**config.mk**
```make
export PLATFORM = sky130hd
export DESIGN_NAME = bounded_value_set
export DESIGN_NICKNAME = d
export VERILOG_FILES = /design/src/bvs_pkg.sv /design/src/bvs_ctrl.sv /design/src/bvs_dp.sv /design/src/bounded_value_set.sv
export SDC_FILE = /design/constraint.sdc
export NUM_CORES = 1
export LEC_CHECK = 0
export BUFFER_PORTS_ARGS = -buffer_cell sky130_fd_sc_hd__clkbuf_2
export CAP_MARGIN = 20
export CORE_MARGIN = 3
export CORE_UTILIZATION = 45
export CTS_CLUSTER_SIZE = 24
export DETAILED_ROUTE_END_ITERATION = 6
export GPL_ROUTABILITY_DRIVEN = 0
export RECOVER_POWER = 100
export SLEW_MARGIN = 10
export SYNTH_ARGS = -nofsm -noshare
export SYNTH_HDL_FRONTEND = slang
export SYNTH_SLANG_ARGS = --single-unit
```
**constraint.sdc**
```tcl
create_clock -name clk -period 6.3 [get_ports clk]
set_clock_uncertainty 0.15 [all_clocks]
set_input_delay 0.315 -clock clk [delete_from_list [all_inputs] [get_ports clk]]
set_output_delay 0.315 -clock clk [all_outputs]
set_load 0.02 [all_outputs]
```
**src/bvs_pkg.sv**
```systemverilog
// bvs_pkg: shared types and constants for the bounded value set
// holds the item structs, command codes and the controller to datapath struct
// no dependencies
package bvs_pkg;

  localparam int CAPACITY = 16;
  localparam int CNT_W    = $clog2(CAPACITY + 1);
  localparam int VAL_W    = 32;
  localparam int COUNT_W  = 5;

  localparam logic [1:0] CMD_ADD      = 2'd0;
  localparam logic [1:0] CMD_REMOVE   = 2'd1;
  localparam logic [1:0] CMD_CONTAINS = 2'd2;

  typedef struct packed {
    logic [1:0]              command;
    logic signed [VAL_W-1:0] value;
  } bvs_in_t;

  typedef struct packed {
    logic               success;
    logic               full_flag;
    logic [COUNT_W-1:0] element_count;
  } bvs_out_t;

  // per-cycle commands from the controller to the datapath
  typedef struct packed {
    logic capture;
    logic look;
    logic apply;
  } bvs_ctrl_t;

endpackage

```
**src/bvs_ctrl.sv**
```systemverilog
// bvs_ctrl: sequencing state machine for the bounded value set
// walks each item through capture, slot compare and update; drives the result strobe
// depends on bvs_pkg
module bvs_ctrl (
  input  logic               clk,
  input  logic               rst_n,
  input  logic               start,
  output logic               busy,
  output logic               out_valid,
  output bvs_pkg::bvs_ctrl_t ctrl
);
  import bvs_pkg::*;

  typedef enum logic [1:0] {
    ST_IDLE,
    ST_LOOK,
    ST_APPLY
  } state_t;

  state_t state_r, state_nxt;
  logic   out_valid_r, out_valid_nxt;

  always_comb begin
    state_nxt     = state_r;
    out_valid_nxt = 1'b0;
    unique case (state_r)
      ST_IDLE: begin
        if (start) begin
          state_nxt = ST_LOOK;
        end
      end
      ST_LOOK: begin
        state_nxt = ST_APPLY;
      end
      ST_APPLY: begin
        state_nxt     = ST_IDLE;
        out_valid_nxt = 1'b1;
      end
      default: begin
        state_nxt = ST_IDLE;
      end
    endcase
  end

  always_ff @(posedge clk) begin
    if (!rst_n) begin
      state_r     <= ST_IDLE;
      out_valid_r <= 1'b0;
    end else begin
      state_r     <= state_nxt;
      out_valid_r <= out_valid_nxt;
    end
  end

  assign busy         = (state_r != ST_IDLE);
  assign out_valid    = out_valid_r;
  assign ctrl.capture = start && (state_r == ST_IDLE);
  assign ctrl.look    = (state_r == ST_LOOK);
  assign ctrl.apply   = (state_r == ST_APPLY);

endmodule

```
**src/bvs_dp.sv**
```systemverilog
// bvs_dp: slot store, parallel compare and result register of the bounded value set
// acts on the capture, look and apply commands from bvs_ctrl
// depends on bvs_pkg
module bvs_dp (
  input  logic              clk,
  input  logic              rst_n,
  input  bvs_pkg::bvs_ctrl_t ctrl,
  input  bvs_pkg::bvs_in_t  in_item,
  output bvs_pkg::bvs_out_t out_result
);
  import bvs_pkg::*;

  bvs_in_t              item_r;
  logic [VAL_W-1:0]     slot_r [CAPACITY];
  logic [CAPACITY-1:0]  valid_r, valid_nxt;
  logic [CNT_W-1:0]     occ_r, occ_nxt;
  logic [CAPACITY-1:0]  hit_r, free_r;
  logic [CAPACITY-1:0]  free_oh;
  logic                 hit_any, free_any, write_en;
  bvs_out_t             res_r, res_nxt;

  // lowest free slot as a one-hot mask
  assign free_oh  = free_r & (~free_r + CAPACITY'(1));
  assign hit_any  = |hit_r;
  assign free_any = |free_r;
  assign write_en = ctrl.apply && (item_r.command == CMD_ADD) && !hit_any && free_any;

  always_ff @(posedge clk) begin
    if (ctrl.capture) begin
      item_r <= in_item;
    end
  end

  // compare every slot against the held value
  always_ff @(posedge clk) begin
    if (ctrl.look) begin
      for (int i = 0; i < CAPACITY; i++) begin
        hit_r[i]  <= valid_r[i] && (slot_r[i] == item_r.value);
        free_r[i] <= !valid_r[i];
      end
    end
  end

  always_ff @(posedge clk) begin
    for (int i = 0; i < CAPACITY; i++) begin
      if (write_en && free_oh[i]) begin
        slot_r[i] <= item_r.value;
      end
    end
  end

  always_comb begin
    valid_nxt = valid_r;
    occ_nxt   = occ_r;
    res_nxt   = res_r;
    if (ctrl.apply) begin
      res_nxt.success   = 1'b0;
      res_nxt.full_flag = 1'b0;
      case (item_r.command)
        CMD_ADD: begin
          if (!hit_any) begin
            if (free_any) begin
              valid_nxt       = valid_r | free_oh;
              occ_nxt         = occ_r + CNT_W'(1);
              res_nxt.success = 1'b1;
            end else begin
              res_nxt.full_flag = 1'b1;
            end
          end
        end
        CMD_REMOVE: begin
          if (hit_any) begin
            valid_nxt = valid_r & ~hit_r;
            if (occ_r != '0) begin
              occ_nxt = occ_r - CNT_W'(1);
            end
            res_nxt.success = 1'b1;
          end
        end
        CMD_CONTAINS: begin
          res_nxt.success = hit_any;
        end
        default: begin
        end
      endcase
      res_nxt.element_count = COUNT_W'(occ_nxt);
    end
  end

  always_ff @(posedge clk) begin
    if (!rst_n) begin
      valid_r <= '0;
      occ_r   <= '0;
    end else begin
      valid_r <= valid_nxt;
      occ_r   <= occ_nxt;
    end
  end

  always_ff @(posedge clk) begin
    res_r <= res_nxt;
  end

  assign out_result = res_r;

endmodule

```
**src/bounded_value_set.sv**
```systemverilog
// bounded_value_set: top level of the set of up to CAPACITY distinct 32-bit values
// joins the bvs_ctrl state machine and the bvs_dp datapath
// depends on bvs_pkg, bvs_ctrl, bvs_dp
//
// An item (add, remove or contains on one value) is taken when start is high
// and busy is low. Each item is handled in turn: the value is captured, then
// all slots are compared against it in parallel and the lowest free slot is
// found, then the store and element count are updated. busy is high while
// the compare and the update run, so no new item is taken until the last one
// is through. The result is shown on out_result with out_valid high for
// exactly one cycle, in the cycle after the update; it cannot be held off,
// and a new item may be started in that same cycle. The slot valid bits are
// cleared by reset, so the block is ready as soon as reset is released.
module bounded_value_set (
  input  logic              clk,
  input  logic              rst_n,
  input  logic              start,
  output logic              busy,
  input  bvs_pkg::bvs_in_t  in_item,
  output logic              out_valid,
  output bvs_pkg::bvs_out_t out_result
);
  import bvs_pkg::*;

  bvs_ctrl_t ctrl;

  bvs_ctrl u_ctrl (
    .clk       (clk),
    .rst_n     (rst_n),
    .start     (start),
    .busy      (busy),
    .out_valid (out_valid),
    .ctrl      (ctrl)
  );

  bvs_dp u_dp (
    .clk        (clk),
    .rst_n      (rst_n),
    .ctrl       (ctrl),
    .in_item    (in_item),
    .out_result (out_result)
  );

  // an add is either stored or refused for lack of room, never both
  a_no_success_and_full: assert property (@(posedge clk) disable iff (!rst_n)
    out_valid |-> !(out_result.success && out_result.full_flag))
    else $error("success and full_flag both set");

  a_busy_after_start: assert property (@(posedge clk) disable iff (!rst_n)
    (start && !busy) |=> busy ##1 busy ##1 (!busy && out_valid))
    else $error("item sequence broken");

  a_result_only_after_work: assert property (@(posedge clk) disable iff (!rst_n)
    out_valid |-> !busy && $past(busy))
    else $error("result strobe without item in progress");

endmodule

```
### Word level (Yosys, flattened, before mapping)

Memories as Yosys holds them, arrays and structs flattened.
Cells that the tools add are included.

* memories kept: 1
* input port bits: 37
* memory bits (writable): 512
* flip-flop bits (word level): 97

* bitwise gates (word level): 6
* reductions and logical operators: 77
* multiplexer cells: 94
* equality and inequality tests: 24
* add/subtract/negate cells: 3

Memory list
* u_dp.slot_r: depth 16, bits a word 32, rd ports 16, clocked after Yosys merged registers in 0, write ports 1, RTL line bvs_dp.sv:14 `logic [VAL_W-1:0] slot_r [CAPACITY];`

Operators by type and width (number)
* $eq 32x32->1: 16
* $mux 32: 15
* $reduce_or 32->1: 15
* $mux 4: 15
* $mux 1: 51
* $mux 16: 3
* $logic_and 1x1->1: 36
* $and 16x16->16: 2
* $not 16->16: 2
* $pmux 16 s2: 1
* $reduce_or 16->1: 2
* $mux 5: 4
* $logic_not 1->1: 17
* $reduce_or 17->1: 1
* $add 16x1->16 const B: 1
* $or 16x16->16: 1
* $pmux 5 s2: 1
* $add 5x1->5 const B: 1
* $reduce_and 5->1: 1
* $reduce_bool 5->1: 1
* $sub 5x1->5 const B: 1
* $eq 2x1->1 const B: 2
* $eq 2x2->1 const B: 2
* $logic_not 2->1: 2
* 7 further kinds: 11

### Depth between registers and ports, before layout

* word-level depth: 23
* depth in mapped cells: 8

### Modules after synthesis

A second synthesis with hierarchy kept.

* cell total of the unflattened synthesis: 1580
* area total of the unflattened synthesis: 25393.1 um2

Modules (own cells, without submodules)
* bvs_dp: cells each 1568, area an instance 25254.2 um2, sequential area each 17987.3 um2, times used 1
* bvs_ctrl: cells each 12, area an instance 138.9 um2, sequential area each 60.1 um2, times used 1

### Worst setup path after synthesis

No wires, ideal clock.

* kind: flip-flop to flip-flop
* from: reg u_ctrl.state_r[0]
* to: mem u_dp.slot_r[1][0], in the netlist u_dp.slot_r[0][32] (enable)
* required time: 5729 ps
* slack: 2816 ps
* data arrival time: 2913 ps
* period minus slack after synthesis: 3484 ps
* setup time: 421 ps
* cell stages (with the launch flop): 7
* path through: dfxtp_1 -> nand2b_1 -> inv_1 -> clkbuf_1 -> o2111ai_2 -> buf_2 -> nor2_1

RTL lines
* from (decl): RTL line bvs_ctrl.sv:20 `state_t state_r, state_nxt;`
* from (signal assigned): RTL line bvs_ctrl.sv:50 `state_r <= state_nxt;`
* to (decl): RTL line bvs_dp.sv:14

### Final worst setup path

* from: reg u_dp.item_r[19] in the netlist's numbering
* to: reg u_dp.hit_r[5], data pin

* cells in the longest elaborated chain, start to end: 2

RTL lines
* from (decl): RTL line bvs_dp.sv:13 `bvs_in_t item_r;`
* from (signal assigned): RTL line bvs_dp.sv:30 `item_r <= in_item;`
* $eq 32x32->1: RTL line bvs_dp.sv:38 `hit_r[i] <= valid_r[i] && (slot_r[i] == item_r.value);`
* $logic_and 1x1->1: RTL line bvs_dp.sv:38
* to (signal, indexed assignment): RTL line bvs_dp.sv:38
* to (decl): RTL line bvs_dp.sv:17 `logic [CAPACITY-1:0] hit_r, free_r;`

Every way passes these cells.
A chain may end at the register's enable or synchronous reset.

==> qor.txt <==
Status -> finished, violations left
Failing checks -> max-capacitance violations, max-slew violations
Worst setup endpoint -> u_dp.hit_r[5]
CTS tree -> built
Period utilization -> 72.3%
Residual DRC -> 0
Type of origin of the critical path -> flop
Number of global-route vias before repair -> 13300
CTS Buf Count -> 67
Routed wire length -> 60700 um
Hold_ws -> 0.294 ns
Setup crit end kind -> flop
Final min period -> 4.55 ns
Worst Path Arrival -> 4.67 ns
Leak -> 8.50 nW
Fillers -> 4611
Worst r2r src -> u_dp.item_r[19]
Largest net degree at the start of global routing -> 34
Post-DP HPWL -> 35800 um
Max-Cap Viols -> 41
Unrepaired setup endpoints after global routing -> no
Distinct cells, synth -> 57
Layout cells sized above 1 -> 7.54%
ANT cells -> 0
Initial Util -> 45.6%
Mapped Cells -> 1570
TNS Setup -> 0 ns
Clock sink count -> 609
Worst slew pin tran -> 3.05 ns
DRT iter0 DRCs -> 1119
Root Driver -> clkbuf_16
DRT antenna net count -> 0
Pre-antenna DRT Iters -> 5
Nets@finish -> 1755
CTS H-tree lvls -> 3
Synth warn -> 0
Crit path max fanout -> 32
Netlist Area Pre-Place -> 0.0252 mm2
Max Fclk -> 0.220 GHz
Post-synth EDFFs -> 585
Post-synthesis average cell area -> 16.0 um2
Placement Rows -> 86
Final setup fails -> 0
WL/cell -> 24.2 um
Clock Pin Slew Worst Setup and Hold Paths -> 0.06 ns
Die area -> 0.0588 mm2
Primary FF master, synth -> edfxtp_1
DR vias -> 13500
PortBufs -> 45
Initial antenna violation count -> 0
CP startpoint -> u_dp.item_r[19]
Slew margin rel. -> -103%
Power Density -> 304 mW/mm2
Skew-Pair Late Insertion Delay -> 0.58 ns
Clock Path Buffers -> 3
Register area share after synthesis -> 71.7%
Die outline height -> 242 um
Req. time, crit path -> 6.41 ns
First-pass GRT wire length -> 88900 um
# IOs -> 46
GRT overflow -> 0
Synth Register Bits -> 609
Worst reg-to-reg path cell count -> 6
Post-CTS Setup Repair Bufs -> 0
Area growth syn-to-layout -> 14.0%
Synth Net Count -> 1612
Async SR Flop Fraction -> 0%
Max Transition Viols Final -> 1169
Worst R2R End -> u_dp.hit_r[5]
Max IR drop VDD -> 196 uV
Total core area -> 0.0552 mm2
Reg2Reg Setup Slack -> 1.75 ns
WS Path Type -> reg2reg
Hold Crit Class -> in2reg
Die X -> 242 um
Gr usage total -> 20.6%
Final Hold Viols -> 0
Vias per cell -> 5.39
cells by family (layout without fill, tap and decap cells):
family                     Yosys count  count (layout)  share of synthesized area (%)
muxes                                3               3                          0.124
xor gates and xnor gates           512             512                           17.8
buffers and inverters              106             301                           1.75
and+or+nand+nor                    274             274                           6.48
AOI/OAI and AO/OA                   61              61                           1.84
adders and majority gates            5               5                          0.249
DFF                                609             609                           71.7
registers in the layout, indices dropped and copies added, names as in the netlist:
signal            flops
u_ctrl.state_r        2
u_dp.valid_r         16
u_ctrl.out_valid      1
u_dp.item_r          34
u_dp.slot_r         512
u_dp.out_result       7
u_dp.hit_r           16
u_dp.free_r          16
u_dp.occ_r            5
worst max-delay path, stage by stage (launching register included):
cell	delay, ns
edfxtp_1	0.31
clkbuf_1	2.14
xnor2_1	0.24
nand4_1	0.17
nor4_1	0.31
nand4_1	0.15
nor4_1	0.75
synth_stat cells (2+ instances only):
cell type    n  area [um2]
nand3_1     25         125
nand4_1    113         707
o32ai_1      2        17.5
a211o_1     12         105
nand3b_1     4        30.0
a31oi_1      3        18.8
mux2i_1      2        20.0
dfxtp_1     24         480
and2_1       2        12.5
nor2_1      24        90.1
a211oi_1     7        52.6
edfxtp_1   585       17600
o21bai_1     2        15.0
nand4b_1     2        17.5
and3_1       2        12.5
ha_1         5        62.6
buf_2       31         155
nor3b_1      3        22.5
a41o_1       2        20.0
clkbuf_1    42         158
nor2b_1      3        18.8
o21ai_0     13        65.1
buf_1        3        11.3
o22ai_1      2        12.5
o211ai_2     2        25.0
inv_1       28         105
xor2_1      88         771
nand2_1     16        60.1
a21oi_1      4        20.0
a31o_2       2        17.5
xnor2_1    424        3710
nor4_2       2        25.0
or3_1        2        12.5
nor3_1      10        50.1
nor4_1      57         357
where the power goes:
part           internal (W)  leakage, nW  total [W]  switching (W)
combinational      0.000162         2.05   0.000471       0.000309
sequential          0.00447         5.43    0.00451      0.0000346
clock               0.00222         1.02    0.00376        0.00153
per-layer routing:
layer	GRT usage (%)	wire length [um]	vias up
met5	0	0	-
met4	5.87	1140	0
met3	2.98	2840	81
met2	33.2	28800	343
met1	29.5	27900	7015
li1	-	-	6109
repair_timing:
item / CTS / global route
endpoints found under the hold margin: 36 / 0
gates resized for setup: 0 / 0
hold buffers: 36 / 0
worst min path at each step:
| stage | start | end | cells after the start |
|---|---|---|---|
| 2_1_floorplan | in_item[0] | u_dp.item_r[0] | 0 |
| 3_3_place_gp | u_dp.valid_r[10] | u_dp.free_r[10] | 1 |
| 3_5_place_dp | u_dp.valid_r[10] | u_dp.free_r[10] | 1 |
| 4_1_cts | in_item[19] | u_dp.item_r[19] | 2 |
| 5_1_grt | in_item[21] | u_dp.item_r[21] | 2 |
| 6_report | in_item[17] | u_dp.item_r[17] | 2 |
layout make-up:
class                      instances  area [um2]  area share [%]
multi-input combinational        855        6680            23.3
sequential                       609       18000            62.9
timing repair buffer             151         826            2.88
clock inverter                    33         244           0.850
inverter                          29         109           0.379
tap                              748         936            3.26
clock buffer                      88        1850            6.45
placed cells by master (no fill, tap or decap), types with 3 or more instances in the layout:
master | synthesis | routed
a31oi_1 | 3 | 3
clkbuf_2 | 0 | 27
nor2b_1 | 3 | 3
nand3b_1 | 4 | 4
clkinv_2 | 0 | 8
clkinv_1 | 1 | 21
xnor2_1 | 424 | 424
nand3_1 | 25 | 26
bufinv_16 | 0 | 4
nor2_2 | 0 | 12
nand4_1 | 113 | 113
clkbuf_1 | 42 | 104
edfxtp_1 | 585 | 585
nor2_1 | 24 | 12
dlygate4sd3_1 | 0 | 36
nand2_1 | 16 | 16
o21ai_0 | 13 | 14
nor4_1 | 57 | 59
a211o_1 | 12 | 12
a211oi_1 | 7 | 7
nor3b_1 | 3 | 3
dfxtp_1 | 24 | 24
nor3_1 | 10 | 10
inv_1 | 28 | 28
a21oi_1 | 4 | 4
ha_1 | 5 | 5
clkbuf_16 | 0 | 71
xor2_1 | 88 | 88
per-stage QoR:
stage | cells | area [um2] | total power (W) | util (%) | worst slack [ns]
after floorplan | 1570 | 25200 | 0.00486 | - | 2.82
after detailed placement | 2356 | 26600 | 0.00506 | 48.2 | 2.48
after global routing | 2513 | 28700 | 0.00902 | 52.0 | 1.56
final | 2513 | 28700 | 0.00873 | 52.0 | 1.75
after CTS | 2513 | 29100 | 0.00884 | 52.7 | 2.49
after global placement | 2356 | 26600 | 0.00506 | 48.2 | 2.57
Power figures use the tool's default switching activity.
